File: src/hw/rtl/sads_pkg.sv
// Shared types and constants for the spectrum attack/decay smoother.
`timescale 1ns / 1ps

package sads_pkg;

  // Geometry of the cascade and of the level store.
  localparam int BINS     = 512;
  localparam int CASCADES = 3;
  localparam int DEPTH    = CASCADES * BINS;
  localparam int IDX_W    = $clog2(DEPTH);

  // Field widths.
  localparam int CASC_W = 2;
  localparam int BIN_W  = 9;
  localparam int VAL_W  = 32;
  localparam int COEF_W = 16;
  localparam int IDXR_W = 3;

  // Coefficient sets in the register map.
  localparam int COEF_SETS = 3;

  // Configuration register indexes.
  localparam logic [IDXR_W-1:0] REG_ATTACK_C0    = 3'd0;
  localparam logic [IDXR_W-1:0] REG_DECAY_C0     = 3'd1;
  localparam logic [IDXR_W-1:0] REG_ATTACK_C1    = 3'd2;
  localparam logic [IDXR_W-1:0] REG_DECAY_C1     = 3'd3;
  localparam logic [IDXR_W-1:0] REG_ATTACK_C2    = 3'd4;
  localparam logic [IDXR_W-1:0] REG_DECAY_C2     = 3'd5;
  localparam logic [IDXR_W-1:0] REG_CORRECT_ZERO = 3'd6;

  // One input request.
  typedef struct packed {
    logic [CASC_W-1:0]       cascade;
    logic [BIN_W-1:0]        bin;
    logic signed [VAL_W-1:0] spectral_value;
  } in_item_t;

  // One result.
  typedef struct packed {
    logic [CASC_W-1:0]       out_cascade;
    logic [BIN_W-1:0]        out_bin;
    logic [VAL_W-1:0]        level;
    logic signed [VAL_W-1:0] dc_level;
  } out_item_t;

  // Attack and decay coefficients of one cascade.
  typedef struct packed {
    logic [COEF_W-1:0] attack;
    logic [COEF_W-1:0] decay;
  } coef_row_t;

  // Access to the level store.
  typedef struct packed {
    logic             rd_en;
    logic [IDX_W-1:0] rd_addr;
    logic             wr_en;
    logic [IDX_W-1:0] wr_addr;
    logic [VAL_W-1:0] wr_data;
  } mem_req_t;

endpackage

File: src/hw/rtl/sads_cfg_regs.sv
// Configuration registers: per-cascade coefficients and the DC correction flag.
`timescale 1ns / 1ps

module sads_cfg_regs
  import sads_pkg::*;
(
  input  logic              clk,
  input  logic              rst,
  input  logic              cfg_wr_en,
  input  logic [IDXR_W-1:0] cfg_index,
  input  logic [COEF_W-1:0] cfg_wdata,
  input  logic [CASC_W-1:0] coef_sel,
  output coef_row_t         coef_row,
  output logic              correct_zero
);

  logic [COEF_W-1:0] attack [COEF_SETS];
  logic [COEF_W-1:0] decay  [COEF_SETS];

  // Register writes; indexes beyond the map are ignored.
  always_ff @(posedge clk) begin
    if (rst) begin
      for (int i = 0; i < COEF_SETS; i++) begin
        attack[i] <= '0;
        decay[i]  <= '0;
      end
      correct_zero <= 1'b1;
    end else if (cfg_wr_en) begin
      case (cfg_index)
        REG_ATTACK_C0:    attack[0]    <= cfg_wdata;
        REG_DECAY_C0:     decay[0]     <= cfg_wdata;
        REG_ATTACK_C1:    attack[1]    <= cfg_wdata;
        REG_DECAY_C1:     decay[1]     <= cfg_wdata;
        REG_ATTACK_C2:    attack[2]    <= cfg_wdata;
        REG_DECAY_C2:     decay[2]     <= cfg_wdata;
        REG_CORRECT_ZERO: correct_zero <= cfg_wdata[0];
        default: begin
        end
      endcase
    end
  end

  // Coefficient pair of the requested cascade.
  assign coef_row.attack = attack[coef_sel];
  assign coef_row.decay  = decay[coef_sel];

endmodule

File: config.mk
export PLATFORM = sky130hd
export DESIGN_NAME = sads_cfg_regs
export DESIGN_NICKNAME = d
export VERILOG_FILES = /design/src/hw/rtl/sads_pkg.sv /design/src/hw/rtl/sads_cfg_regs.sv
export SDC_FILE = /design/constraint.sdc
export NUM_CORES = 1
export LEC_CHECK = 0
export ABC_AREA = 1
export BUFFER_PORTS_ARGS = -buffer_cell sky130_fd_sc_hd__buf_2
export CELL_PAD_IN_SITES_DETAIL_PLACEMENT = 0
export CELL_PAD_IN_SITES_GLOBAL_PLACEMENT = 1
export CORE_MARGIN = 8
export CORE_UTILIZATION = 41
export DETAILED_ROUTE_END_ITERATION = 16
export PLACE_DENSITY = 0.73
export SETUP_SLACK_MARGIN = 0.15
export SLEW_MARGIN = 10
export SYNTH_ARGS = -nofsm -noshare
export SYNTH_HDL_FRONTEND = slang
export SYNTH_SLANG_ARGS = --single-unit
export TNS_END_PERCENT = 50
File: constraint.sdc
create_clock -name clk -period 2.05 [get_ports clk]
set_input_delay 0.41 -clock clk [delete_from_list [all_inputs] [get_ports clk]]
set_output_delay 0.41 -clock clk [all_outputs]
set_load 0.1 [all_outputs]
==> flow_results.xml, run 1 <==
<?xml version="1.0" encoding="UTF-8"?>
<metrics>
  <group name="worst_setup_path">
    <metric name="startpoint_type" unit="">primary input</metric>
    <metric name="timing.rr.end" unit="">correct_zero</metric>
    <metric name="ff2ff_path_depth" unit="">2</metric>
    <metric name="worstPathRequired" unit="ns">1.64</metric>
    <metric name="critical_path.slowest_cell" unit="">sky130_fd_sc_hd__buf_4</metric>
    <metric name="cp-startpoint" unit="">coef_sel[1]</metric>
    <metric name="cp.arrival" unit="ns">1.40</metric>
    <metric name="timing_worst_setup_path_type" unit="">primary input to output pin</metric>
    <metric name="critPathMaxFanout" unit="">16</metric>
    <metric name="timing.reg2reg.setup_slack" unit="ns">1.52</metric>
    <metric name="critical_path.cell_chain" unit="">buf_2, buf_4, a21oi_1, a21oi_4, buf_12</metric>
    <metric name="regToRegStartpoint" unit="">correct_zero</metric>
    <metric name="critical_path.endpoint_type" unit="">output pin</metric>
    <metric name="cp_slowest_stage_delay" unit="ns">0.29</metric>
  </group>
  <group name="power_and_ir_drop">
    <metric name="power.net_switching" unit="mW">1.47</metric>
    <metric name="clock_power_share" unit="">0.226</metric>
    <metric name="power_frac_seq" unit="">0.510</metric>
    <metric name="ir_worst_vdd" unit="mV">0.356</metric>
    <metric name="power" unit="mW">4.64</metric>
    <metric name="power.combinational.fraction" unit="">0.265</metric>
    <metric name="powerDensity" unit="nW/µm²">839</metric>
    <metric name="power.share.switching" unit="">0.318</metric>
    <metric name="p_int" unit="mW">3.16</metric>
    <metric name="p_leak" unit="nW">2.03</metric>
  </group>
  <group name="grt">
    <metric name="initial_antenna_violation_count" unit="">0</metric>
    <metric name="global_route_wire_length_before_repair" unit="µm">14300</metric>
    <metric name="global_route.usage.total" unit="">0.144</metric>
    <metric name="maximum_number_of_pins_on_one_net_before_global_route_repair" unit="">33</metric>
    <metric name="grt_overflow_total" unit="">0</metric>
    <metric name="number_of_global_route_vias_before_repair" unit="">2687</metric>
  </group>
  <group name="worst_hold_path">
    <metric name="holdCritStartpoint" unit="">cfg_wdata[0]</metric>
    <metric name="hold_path_depth" unit="">3</metric>
    <metric name="hold_end" unit="">correct_zero</metric>
    <metric name="hold_class" unit="">primary input to register</metric>
  </group>
  <group name="placed_design">
    <metric name="gp_routability_congestion" unit="">0.787</metric>
    <metric name="detailedPlacementHpwl" unit="µm">6250</metric>
    <metric name="worst_setup_timing_slack_at_the_placement_stage" unit="ns">0.247</metric>
    <metric name="cell_total_after_placement" unit="">509</metric>
    <metric name="dpl_cell_area" unit="µm²">5360</metric>
    <metric name="numPortBuffers" unit="">56</metric>
  </group>
  <group name="timing">
    <metric name="postLayoutSetupSlackWorst" unit="ns">0.243</metric>
    <metric name="timing_hold_violations_final" unit="">0</metric>
    <metric name="max_clock_freq" unit="MHz">553</metric>
    <metric name="fin_crit_sh" unit="">0.882</metric>
    <metric name="final.setup.tns" unit="ns">0</metric>
    <metric name="fin_worst_skew" unit="ns">0</metric>
    <metric name="worst_slew_margin_rel" unit="">0.677</metric>
    <metric name="timing_max_transition_violations_final" unit="">0</metric>
    <metric name="slew_of_the_pin_with_the_lowest_slew_margin" unit="ns">0.488</metric>
    <metric name="fin_crit" unit="ns">1.81</metric>
    <metric name="finalSetupViolations" unit="">0</metric>
    <metric name="unrepaired_setup_endpoints_after_global_routing" unit="">no</metric>
  </group>
  <group name="yosys">
    <metric name="synth_xor_area_frac" unit="">0</metric>
    <metric name="mappedNetlistNets" unit="">346</metric>
    <metric name="synthDistinctLibCells" unit="">19</metric>
    <metric name="synth.mux.area_fraction" unit="">0</metric>
    <metric name="syn_avg_cell_area" unit="µm²">12.5</metric>
    <metric name="synthesis.instances" unit="">322</metric>
    <metric name="ys_seq_elements" unit="">97</metric>
    <metric name="synth_adder_area_share" unit="">0</metric>
    <metric name="synth-compound-area-share" unit="">0.139</metric>
    <metric name="synth_simple_gate_area_share" unit="">0.0933</metric>
    <metric name="synth.cell_area" unit="µm²">4040</metric>
    <metric name="synth_sequential_area_ratio" unit="">0.719</metric>
    <metric name="synth_top_family_by_area" unit="">compound AO/OA/AOI/OAI gates</metric>
    <metric name="ys.warnings.count" unit="">0</metric>
  </group>
  <group name="cts">
    <metric name="h-tree-depth" unit="">3</metric>
    <metric name="cts-root-to-sink-buffers" unit="">2</metric>
    <metric name="cts_tree" unit="">done</metric>
    <metric name="cts.reportedPaths.clkPinSlew" unit="ns">0.08</metric>
    <metric name="cts_hold_repair.buffers" unit="">0</metric>
    <metric name="cts_setup_buffers" unit="">0</metric>
    <metric name="cts_root_buffer" unit="">sky130_fd_sc_hd__clkbuf_8</metric>
    <metric name="post_cts.resized_instances" unit="">0</metric>
    <metric name="cts-buffers-inserted" unit="">9</metric>
    <metric name="worst_skew_pair.late_latency" unit="ns">0.35</metric>
    <metric name="tritoncts_num_sinks" unit="">97</metric>
  </group>
  <group name="drt">
    <metric name="detailedRoute.firstPassIterationCount" unit="">4</metric>
    <metric name="post_drt_wl_per_cell" unit="µm">17.3</metric>
    <metric name="drtIter0Drc" unit="">128</metric>
    <metric name="wl" unit="µm">9070</metric>
    <metric name="routed_via_density" unit="">5.02</metric>
    <metric name="number_of_vias_after_detailed_routing" unit="">2635</metric>
    <metric name="drc_errors" unit="">0</metric>
    <metric name="ant_nets" unit="">0</metric>
  </group>
  <group name="die">
    <metric name="floorplan.io_pins" unit="">57</metric>
    <metric name="design.core.area" unit="µm²">9680</metric>
    <metric name="die-height" unit="µm">115</metric>
    <metric name="design.die.area" unit="µm²">13300</metric>
    <metric name="die_w" unit="µm">115</metric>
    <metric name="floorplan.initialDensity" unit="">0.417</metric>
    <metric name="number_of_rows_in_the_core_area" unit="">36</metric>
  </group>
  <group name="layout">
    <metric name="post_route_cells_drive_above_1_share" unit="">0.378</metric>
    <metric name="area_growth_syn_to_layout" unit="%">36.9</metric>
    <metric name="finalNonFillerCells" unit="">525</metric>
    <metric name="num_antenna_cells" unit="">0</metric>
    <metric name="nNetsFinal" unit="">411</metric>
    <metric name="finish.instance_area" unit="µm²">5530</metric>
  </group>
  <group name="run">
    <metric name="timing.max_cap.violations" unit="">0</metric>
  </group>
  <group name="outcome">
    <metric name="status" unit="">complete, no violations</metric>
  </group>
</metrics>
## worst max path at each step
stage / endpoint / slack, ns / depth (start not counted)
floorplan: coef_row[15] / -0.06 / 4
global placement: coef_row[8] / 0.25 / 5
detailed placement: coef_row[7] / 0.25 / 5
CTS: coef_row[7] / 0.24 / 5
global route: coef_row[22] / 0.20 / 5
finish: coef_row[23] / 0.24 / 5
## registers in the layout, indices dropped and copies added, names as in the netlist
register and cells:
attack 48, correct_zero 1, decay 48
## layer usage
layer  wire length [µm]  global-route usage  vias up
li1                   -                   -     1261
met1               3680               0.168     1301
met2               4810               0.249       61
met3                434              0.0378       12
met4                148              0.0525        0
met5                  0                   0        -
## critical path, delay by kind of cell
family          cells  cell delay (ns)
compound gates      2             0.29
buf+inv             3             0.68
## layout make-up
cell class | count | area (µm²)
multi-input combinational | 184 | 1290
timing repair buffer | 72 | 918
fill | 782 | 4160
clock inverter | 5 | 32.5
inverter | 23 | 86.3
clock buffer | 11 | 131
sequential | 97 | 2900
tap | 133 | 166
## logic make-up after synthesis
family                 Yosys count
AOI/OAI and AO/OA               97
buffers and inverters           41
DFF                             97
and+or+nand+nor                 87
## power groups by stage
stage	clock [mW]	combinational, mW	sequential [mW]
after global routing	1.14	1.28	2.38
after detailed placement	0	1.24	2.41
after global placement	0	1.23	2.41
final	1.05	1.23	2.36
after CTS	1.07	1.24	2.36
after floorplan	0	0.802	2.41
## cells in the final DEF (no fill, tap or decap), drive strengths merged, types with 2 or more instances in the layout
cell and n:
clkinvlp 2, nor2 37, edfxtp 96, clkbuf 11, inv 23, clkinv 3, nand3 4, a21oi 96
nand2 46, buf 72
## cells in the mapped netlist
master                      n  area [µm²]
sky130_fd_sc_hd__a21oi_1   76         380
sky130_fd_sc_hd__a21oi_2   20         175
sky130_fd_sc_hd__buf_1      2        7.51
sky130_fd_sc_hd__buf_2      9        45.0
sky130_fd_sc_hd__buf_6      4        45.0
sky130_fd_sc_hd__clkbuf_1   3        11.3
sky130_fd_sc_hd__dfxtp_1    1        20.0
sky130_fd_sc_hd__edfxtp_1  96        2880
sky130_fd_sc_hd__inv_1     21        78.8
sky130_fd_sc_hd__inv_2      2        7.51
sky130_fd_sc_hd__nand2_1   43         161
sky130_fd_sc_hd__nand2_2    1        6.26
sky130_fd_sc_hd__nand2_4    2        22.5
sky130_fd_sc_hd__nand3_1    2        10.0
sky130_fd_sc_hd__nand3_2    2        20.0
sky130_fd_sc_hd__nor2_1    34         128
sky130_fd_sc_hd__nor2_2     1        6.26
sky130_fd_sc_hd__nor2_4     2        22.5
sky130_fd_sc_hd__o31ai_1    1        7.51
## stage by stage
stage	util	hold slack, ns
2_1_floorplan	-	0.567
3_3_place_gp	0.554	0.444
3_5_place_dp	0.554	0.441
4_1_cts	0.571	0.309
5_1_grt	0.571	0.334
6_report	0.571	0.319
Note: power is estimated with default switching activity, not from simulation.
==> run 2, diff against run 1 <==
--- a/config.mk
+++ b/config.mk
@@ -7,12 +7,14 @@
 export LEC_CHECK = 0
 export ABC_AREA = 1
 export BUFFER_PORTS_ARGS = -buffer_cell sky130_fd_sc_hd__buf_2
+export CAP_MARGIN = 20
 export CELL_PAD_IN_SITES_DETAIL_PLACEMENT = 0
 export CELL_PAD_IN_SITES_GLOBAL_PLACEMENT = 1
 export CORE_MARGIN = 8
-export CORE_UTILIZATION = 41
+export CORE_UTILIZATION = 46
+export CTS_CLUSTER_SIZE = 14
 export DETAILED_ROUTE_END_ITERATION = 16
-export PLACE_DENSITY = 0.73
+export PLACE_DENSITY = 0.77
 export SETUP_SLACK_MARGIN = 0.15
 export SLEW_MARGIN = 10
 export SYNTH_ARGS = -nofsm -noshare
==> constraint.sdc (replaced) <==
create_clock -name clk -period 1.8 [get_ports clk]
set_input_delay 0.36 -clock clk [delete_from_list [all_inputs] [get_ports clk]]
set_output_delay 0.36 -clock clk [all_outputs]
set_load 0.1 [all_outputs]
==> run 2 against run 1 <==
Wire length grew 1.1%; critical path depth is the same; final cell count shrank 4.6%; design area grew 2.7%; global-route usage grew 1.9 points; critical path type unchanged; critical endpoint is now coef_row[30]; largest power group unchanged; highest routed layer unchanged.
==> flow_results.xml, run 2 (synthesis results as in run 1) <==
<?xml version="1.0" encoding="UTF-8"?>
<metrics>
  <group name="grt">
    <metric name="global_route.usage.total" unit="">0.163</metric>
    <metric name="initial_antenna_violation_count" unit="">0</metric>
    <metric name="maximum_number_of_pins_on_one_net_before_global_route_repair" unit="">33</metric>
    <metric name="global_route_wire_length_before_repair" unit="µm">14700</metric>
    <metric name="number_of_global_route_vias_before_repair" unit="">2891</metric>
    <metric name="grt_overflow_total" unit="">0</metric>
  </group>
  <group name="cts">
    <metric name="cts_tree" unit="">done</metric>
    <metric name="tritoncts_num_sinks" unit="">97</metric>
    <metric name="cts.reportedPaths.clkPinSlew" unit="ns">0.09</metric>
    <metric name="cts_setup_buffers" unit="">0</metric>
    <metric name="cts-root-to-sink-buffers" unit="">2</metric>
    <metric name="cts_root_buffer" unit="">sky130_fd_sc_hd__clkbuf_8</metric>
    <metric name="cts_hold_repair.buffers" unit="">0</metric>
    <metric name="h-tree-depth" unit="">3</metric>
    <metric name="worst_skew_pair.late_latency" unit="ns">0.35</metric>
    <metric name="cts-buffers-inserted" unit="">9</metric>
  </group>
  <group name="drt">
    <metric name="post_drt_wl_per_cell" unit="µm">18.3</metric>
    <metric name="drc_errors" unit="">0</metric>
    <metric name="wl" unit="µm">9160</metric>
    <metric name="detailedRoute.firstPassIterationCount" unit="">4</metric>
    <metric name="routed_via_density" unit="">5.35</metric>
    <metric name="ant_nets" unit="">0</metric>
    <metric name="number_of_vias_after_detailed_routing" unit="">2682</metric>
    <metric name="drtIter0Drc" unit="">97</metric>
  </group>
  <group name="worst_setup_path">
    <metric name="ff2ff_path_depth" unit="">2</metric>
    <metric name="worstPathRequired" unit="ns">1.44</metric>
    <metric name="startpoint_type" unit="">primary input</metric>
    <metric name="timing_worst_setup_path_type" unit="">primary input to output pin</metric>
    <metric name="worst_path_most_repeated_cell" unit="">sky130_fd_sc_hd__buf_12</metric>
    <metric name="critical_path.cell_chain" unit="">buf_2, buf_12, a21oi_1, a21oi_4, buf_12</metric>
    <metric name="cp.arrival" unit="ns">1.28</metric>
    <metric name="cp_slowest_stage_delay" unit="ns">0.23</metric>
    <metric name="critical_path.slowest_cell" unit="">sky130_fd_sc_hd__buf_12</metric>
    <metric name="critPathMaxFanout" unit="">32</metric>
    <metric name="critical_path.endpoint_type" unit="">output pin</metric>
  </group>
  <group name="timing">
    <metric name="fin_crit" unit="ns">1.64</metric>
    <metric name="worst_slew_margin_rel" unit="">0.677</metric>
    <metric name="fin_worst_skew" unit="ns">0</metric>
    <metric name="max_clock_freq" unit="MHz">609</metric>
    <metric name="fin_crit_sh" unit="">0.912</metric>
    <metric name="finalSetupViolations" unit="">0</metric>
    <metric name="slew_of_the_pin_with_the_lowest_slew_margin" unit="ns">0.488</metric>
    <metric name="timing_max_transition_violations_final" unit="">0</metric>
    <metric name="final.setup.tns" unit="ns">0</metric>
    <metric name="unrepaired_setup_endpoints_after_global_routing" unit="">yes</metric>
    <metric name="timing_hold_violations_final" unit="">0</metric>
  </group>
  <group name="placed_design">
    <metric name="cell_total_after_placement" unit="">484</metric>
    <metric name="detailedPlacementHpwl" unit="µm">6420</metric>
    <metric name="gp_routability_congestion" unit="">0.742</metric>
    <metric name="numPortBuffers" unit="">56</metric>
  </group>
  <group name="die">
    <metric name="floorplan.initialDensity" unit="">0.468</metric>
    <metric name="floorplan.io_pins" unit="">57</metric>
    <metric name="design.core.area" unit="µm²">8640</metric>
    <metric name="die_w" unit="µm">110</metric>
    <metric name="number_of_rows_in_the_core_area" unit="">34</metric>
    <metric name="die-height" unit="µm">110</metric>
    <metric name="design.die.area" unit="µm²">12000</metric>
  </group>
  <group name="layout">
    <metric name="seq_area" unit="µm²">2900</metric>
    <metric name="filler_cell_count" unit="">632</metric>
    <metric name="area_growth_syn_to_layout" unit="%">40.6</metric>
    <metric name="layout_top_registers" unit="">attack: 48 flops, decay: 48 flops, correct_zero: 1 flops</metric>
    <metric name="num_antenna_cells" unit="">0</metric>
    <metric name="finalNonFillerCells" unit="">501</metric>
    <metric name="mostFrequentLayoutCell" unit="">sky130_fd_sc_hd__edfxtp_1</metric>
    <metric name="highest_count_cells_in_the_layout_ignoring_fill_and_taps" unit="">96 x sky130_fd_sc_hd__edfxtp_1, 39 x sky130_fd_sc_hd__buf_12, 34 x sky130_fd_sc_hd__a21oi_1, 34 x sky130_fd_sc_hd__nand2_1, 32 x sky130_fd_sc_hd__a21oi_4</metric>
    <metric name="nNetsFinal" unit="">412</metric>
    <metric name="final_util" unit="">0.657</metric>
    <metric name="multi_input_comb_area" unit="µm²">1380</metric>
    <metric name="post_route_cells_drive_above_1_share" unit="">0.445</metric>
  </group>
  <group name="power_and_ir_drop">
    <metric name="p_leak" unit="nW">2.07</metric>
    <metric name="ir_worst_vdd" unit="mV">0.633</metric>
    <metric name="powerDensity" unit="nW/µm²">951</metric>
  </group>
  <group name="worst_hold_path">
    <metric name="hold_path_depth" unit="">3</metric>
    <metric name="hold_class" unit="">primary input to register</metric>
  </group>
  <group name="outcome">
    <metric name="status" unit="">complete, no violations</metric>
  </group>
  <group name="run">
    <metric name="timing.max_cap.violations" unit="">0</metric>
  </group>
</metrics>
## run 2: worst paths after layout
check / endpoint / slack [ns] / start
worst max-delay path: coef_row[30] / 0.16 / coef_sel[0]
worst min-delay path: correct_zero / 0.27 / cfg_wdata[0]
worst max register to register: correct_zero / 1.26 / correct_zero
worst min register to register: correct_zero / 0.47 / correct_zero
## run 2: critical path: cells and delay by family
kind            cells  cell delay, ns
buf+inv             3            0.57
compound gates      2            0.33
## run 2: final cells by class
type | count | area share
repair buffers | 73 | 0.175
clock inverters | 7 | 0.00793
inverters | 23 | 0.0165
clock buffers | 9 | 0.0218
flip-flops and latches | 97 | 0.511
well taps | 108 | 0.0238
multi-input cells | 184 | 0.244
## run 2: repair_timing
item | CTS | global route
pin swaps | 0 | 0
endpoints found under the hold margin | 0 | 0
endpoints found under the setup margin | 1 | 30
gates cloned | 0 | 1
resized for setup | 1 | 8
## run 2: power breakdown
part           total, mW  leakage, nW  internal, mW  switching (mW)
registers           2.70        0.935          2.65          0.0516
logic               1.44         1.06         0.484           0.958
clock network       1.25       0.0827         0.501           0.748
## run 2: through the flow
stage                     hold slack, ns  worst slack (ns)  area (µm²)  power [mW]
after floorplan                    0.517             0.107        4550        3.70
after global placement             0.442             0.190        5450        4.17
after detailed placement           0.448             0.154        5450        4.19
after CTS                          0.265             0.150        5620        5.41
after global routing               0.276             0.106        5680        5.58
final                              0.271             0.158        5680        5.40
## run 2: per-layer routing
| layer | track usage | wire, µm | share of wire |
|---|---|---|---|
| met1 | 0.196 | 3840 | 0.42 |
| met2 | 0.279 | 4770 | 0.52 |
| met3 | 0.0463 | 475 | 0.052 |
| met4 | 0.0463 | 84 | 0.0092 |
| met5 | 0 | 0 | 0 |
==> run 3, diff against run 2 <==
--- a/config.mk
+++ b/config.mk
@@ -15,6 +15,7 @@
 export CTS_CLUSTER_SIZE = 14
 export DETAILED_ROUTE_END_ITERATION = 16
 export PLACE_DENSITY = 0.77
+export REMOVE_ABC_BUFFERS = 1
 export SETUP_SLACK_MARGIN = 0.15
 export SLEW_MARGIN = 10
 export SYNTH_ARGS = -nofsm -noshare
==> run 3 against run 2 <==
Maximum frequency shrank 3.2%; clock power decreased by 5%; worst setup slack worse by 0.054 ns; count of clock-buffer cells in the layout grew 1; final cell count up 0.40%; critical path type unchanged.
==> flow_results.xml, run 3 (synthesis results as in run 1) <==
<?xml version="1.0" encoding="UTF-8"?>
<metrics>
  <group name="layout">
    <metric name="area_growth_syn_to_layout" unit="%">32.0</metric>
    <metric name="final_util" unit="">0.617</metric>
    <metric name="layout_top_registers" unit="">attack: 48 flops, decay: 48 flops, correct_zero: 1 flops</metric>
    <metric name="post_route_cells_drive_above_1_share" unit="">0.382</metric>
    <metric name="num_antenna_cells" unit="">0</metric>
    <metric name="finish.instance_area" unit="µm²">5330</metric>
    <metric name="nNetsFinal" unit="">415</metric>
    <metric name="mostFrequentLayoutCell" unit="">sky130_fd_sc_hd__edfxtp_1</metric>
    <metric name="highest_count_cells_in_the_layout_ignoring_fill_and_taps" unit="">96 x sky130_fd_sc_hd__edfxtp_1, 49 x sky130_fd_sc_hd__a21oi_2, 46 x sky130_fd_sc_hd__a21oi_1</metric>
  </group>
  <group name="power_and_ir_drop">
    <metric name="p_int" unit="mW">3.57</metric>
    <metric name="p_leak" unit="nW">2.00</metric>
    <metric name="ir_worst_vdd" unit="mV">0.337</metric>
    <metric name="clock_power_share" unit="">0.228</metric>
    <metric name="power.combinational.fraction" unit="">0.256</metric>
    <metric name="powerDensity" unit="nW/µm²">979</metric>
    <metric name="power_frac_seq" unit="">0.516</metric>
    <metric name="power.net_switching" unit="mW">1.65</metric>
    <metric name="power.share.switching" unit="">0.315</metric>
  </group>
  <group name="drt">
    <metric name="detailedRoute.firstPassIterationCount" unit="">5</metric>
    <metric name="drc_errors" unit="">0</metric>
    <metric name="number_of_vias_after_detailed_routing" unit="">2638</metric>
    <metric name="wl" unit="µm">8950</metric>
    <metric name="routed_via_density" unit="">5.24</metric>
    <metric name="drtIter0Drc" unit="">119</metric>
    <metric name="ant_nets" unit="">0</metric>
    <metric name="post_drt_wl_per_cell" unit="µm">17.8</metric>
  </group>
  <group name="grt">
    <metric name="global_route_wire_length_before_repair" unit="µm">13500</metric>
    <metric name="global_route.peak_usage_layer" unit="">met2</metric>
    <metric name="grt_overflow_total" unit="">0</metric>
    <metric name="global_route.usage.met3" unit="">0.0317</metric>
    <metric name="maximum_number_of_pins_on_one_net_before_global_route_repair" unit="">24</metric>
    <metric name="initial_antenna_violation_count" unit="">0</metric>
    <metric name="met2_usage" unit="">0.255</metric>
    <metric name="number_of_global_route_vias_before_repair" unit="">2621</metric>
    <metric name="global_route.usage.total" unit="">0.149</metric>
    <metric name="use_met1" unit="">0.182</metric>
  </group>
  <group name="worst_setup_path">
    <metric name="crit_path_end" unit="">coef_row[28]</metric>
    <metric name="worstPathRequired" unit="ns">1.44</metric>
    <metric name="startpoint_type" unit="">primary input</metric>
    <metric name="critical_path.endpoint_type" unit="">output pin</metric>
    <metric name="timing.rr.end" unit="">correct_zero</metric>
    <metric name="regToRegStartpoint" unit="">correct_zero</metric>
    <metric name="ff2ff_path_depth" unit="">2</metric>
    <metric name="critPathMaxFanout" unit="">11</metric>
    <metric name="timing.reg2reg.setup_slack" unit="ns">1.25</metric>
    <metric name="cp.arrival" unit="ns">1.34</metric>
    <metric name="cp-startpoint" unit="">coef_sel[0]</metric>
    <metric name="timing_worst_setup_path_type" unit="">primary input to output pin</metric>
  </group>
  <group name="run">
    <metric name="timing.max_cap.violations" unit="">0</metric>
  </group>
  <group name="timing">
    <metric name="slew_of_the_pin_with_the_lowest_slew_margin" unit="ns">0.487</metric>
    <metric name="fin_worst_skew" unit="ns">0</metric>
    <metric name="worst_slew_margin_rel" unit="">0.677</metric>
    <metric name="fin_crit_sh" unit="">0.943</metric>
    <metric name="holdWs" unit="ns">0.282</metric>
    <metric name="max_clock_freq" unit="MHz">589</metric>
    <metric name="postLayoutSetupSlackWorst" unit="ns">0.103</metric>
    <metric name="finalSetupViolations" unit="">0</metric>
    <metric name="timing_max_transition_violations_final" unit="">0</metric>
    <metric name="unrepaired_setup_endpoints_after_global_routing" unit="">yes</metric>
    <metric name="fin_crit" unit="ns">1.70</metric>
    <metric name="final.setup.tns" unit="ns">0</metric>
    <metric name="timing_hold_violations_final" unit="">0</metric>
  </group>
  <group name="cts">
    <metric name="cts_hold_repair.buffers" unit="">0</metric>
    <metric name="cts_root_buffer" unit="">sky130_fd_sc_hd__clkbuf_8</metric>
    <metric name="cts.reportedPaths.clkPinSlew" unit="ns">0.08</metric>
    <metric name="cts_tree" unit="">done</metric>
    <metric name="cts-buffers-inserted" unit="">9</metric>
    <metric name="h-tree-depth" unit="">3</metric>
    <metric name="worst_skew_pair.late_latency" unit="ns">0.35</metric>
    <metric name="tritoncts_num_sinks" unit="">97</metric>
    <metric name="cts_setup_buffers" unit="">0</metric>
    <metric name="cts-root-to-sink-buffers" unit="">2</metric>
  </group>
  <group name="die">
    <metric name="design.die.area" unit="µm²">12000</metric>
    <metric name="design.core.area" unit="µm²">8640</metric>
    <metric name="die-height" unit="µm">110</metric>
    <metric name="floorplan.initialDensity" unit="">0.468</metric>
    <metric name="number_of_rows_in_the_core_area" unit="">34</metric>
    <metric name="floorplan.io_pins" unit="">57</metric>
    <metric name="die_w" unit="µm">110</metric>
  </group>
  <group name="placed_design">
    <metric name="worst_setup_timing_slack_at_the_placement_stage" unit="ns">0.0460</metric>
    <metric name="detailedPlacementHpwl" unit="µm">5810</metric>
    <metric name="dpl_cell_area" unit="µm²">5010</metric>
    <metric name="numPortBuffers" unit="">56</metric>
    <metric name="gp_routability_congestion" unit="">0.811</metric>
  </group>
  <group name="worst_hold_path">
    <metric name="hold_class" unit="">primary input to register</metric>
  </group>
  <group name="outcome">
    <metric name="status" unit="">complete, no violations</metric>
  </group>
</metrics>
run 3: timing repair:
item / in CTS / in global routing
pin swaps: 1 / 7
resized for setup: 16 / 19
gates cloned: 0 / 1
setup endpoints to repair: 32 / 32
run 3: cell type report:
type	instances	area [µm²]
tap	108	135
fill	692	3300
clock buffer	10	128
sequential	97	2900
clock inverter	5	33.8
inverter	23	90.1
timing repair buffer	76	977
multi-input combinational	184	1060
run 3: worst max-delay path, stage by stage:
cell                         delay (ns)
sky130_fd_sc_hd__buf_2             0.13
sky130_fd_sc_hd__clkinvlp_4        0.15
sky130_fd_sc_hd__clkbuf_16         0.19
sky130_fd_sc_hd__nand2_1           0.05
sky130_fd_sc_hd__a21oi_1           0.24
sky130_fd_sc_hd__buf_12            0.21
run 3: through the flow:
step                      power [mW]  std cells
after floorplan                 3.50        304
after global placement          4.01        487
after detailed placement        4.03        487
after CTS                       5.19        502
after global routing            5.38        503
final                           5.22        503
run 3: worst min path at each step:
stage | to | depth (start not counted) | start
after global routing | correct_zero | 3 | cfg_wdata[0]
after global placement | correct_zero | 2 | correct_zero
final | correct_zero | 3 | cfg_wdata[0]
after detailed placement | correct_zero | 2 | correct_zero
after CTS | correct_zero | 3 | cfg_wdata[0]
after floorplan | correct_zero | 2 | rst
run 3: routing by layer:
metal	part of all wire	wire length (µm)	up-vias
met1	0.43	3850	1276
met5	0	0	-
met3	0.055	488	15
met2	0.50	4450	76
li1	-	-	1271
met4	0.018	163	0
run 3: power groups by stage:
| stage | Clock, mW | Combinational [mW] | Sequential [mW] |
|---|---|---|---|
| finish | 1.19 | 1.33 | 2.69 |
| floorplan | 0 | 0.756 | 2.74 |
| detailed placement | 0 | 1.28 | 2.74 |
| CTS | 1.19 | 1.31 | 2.69 |
| global route | 1.29 | 1.38 | 2.71 |
| global placement | 0 | 1.27 | 2.74 |
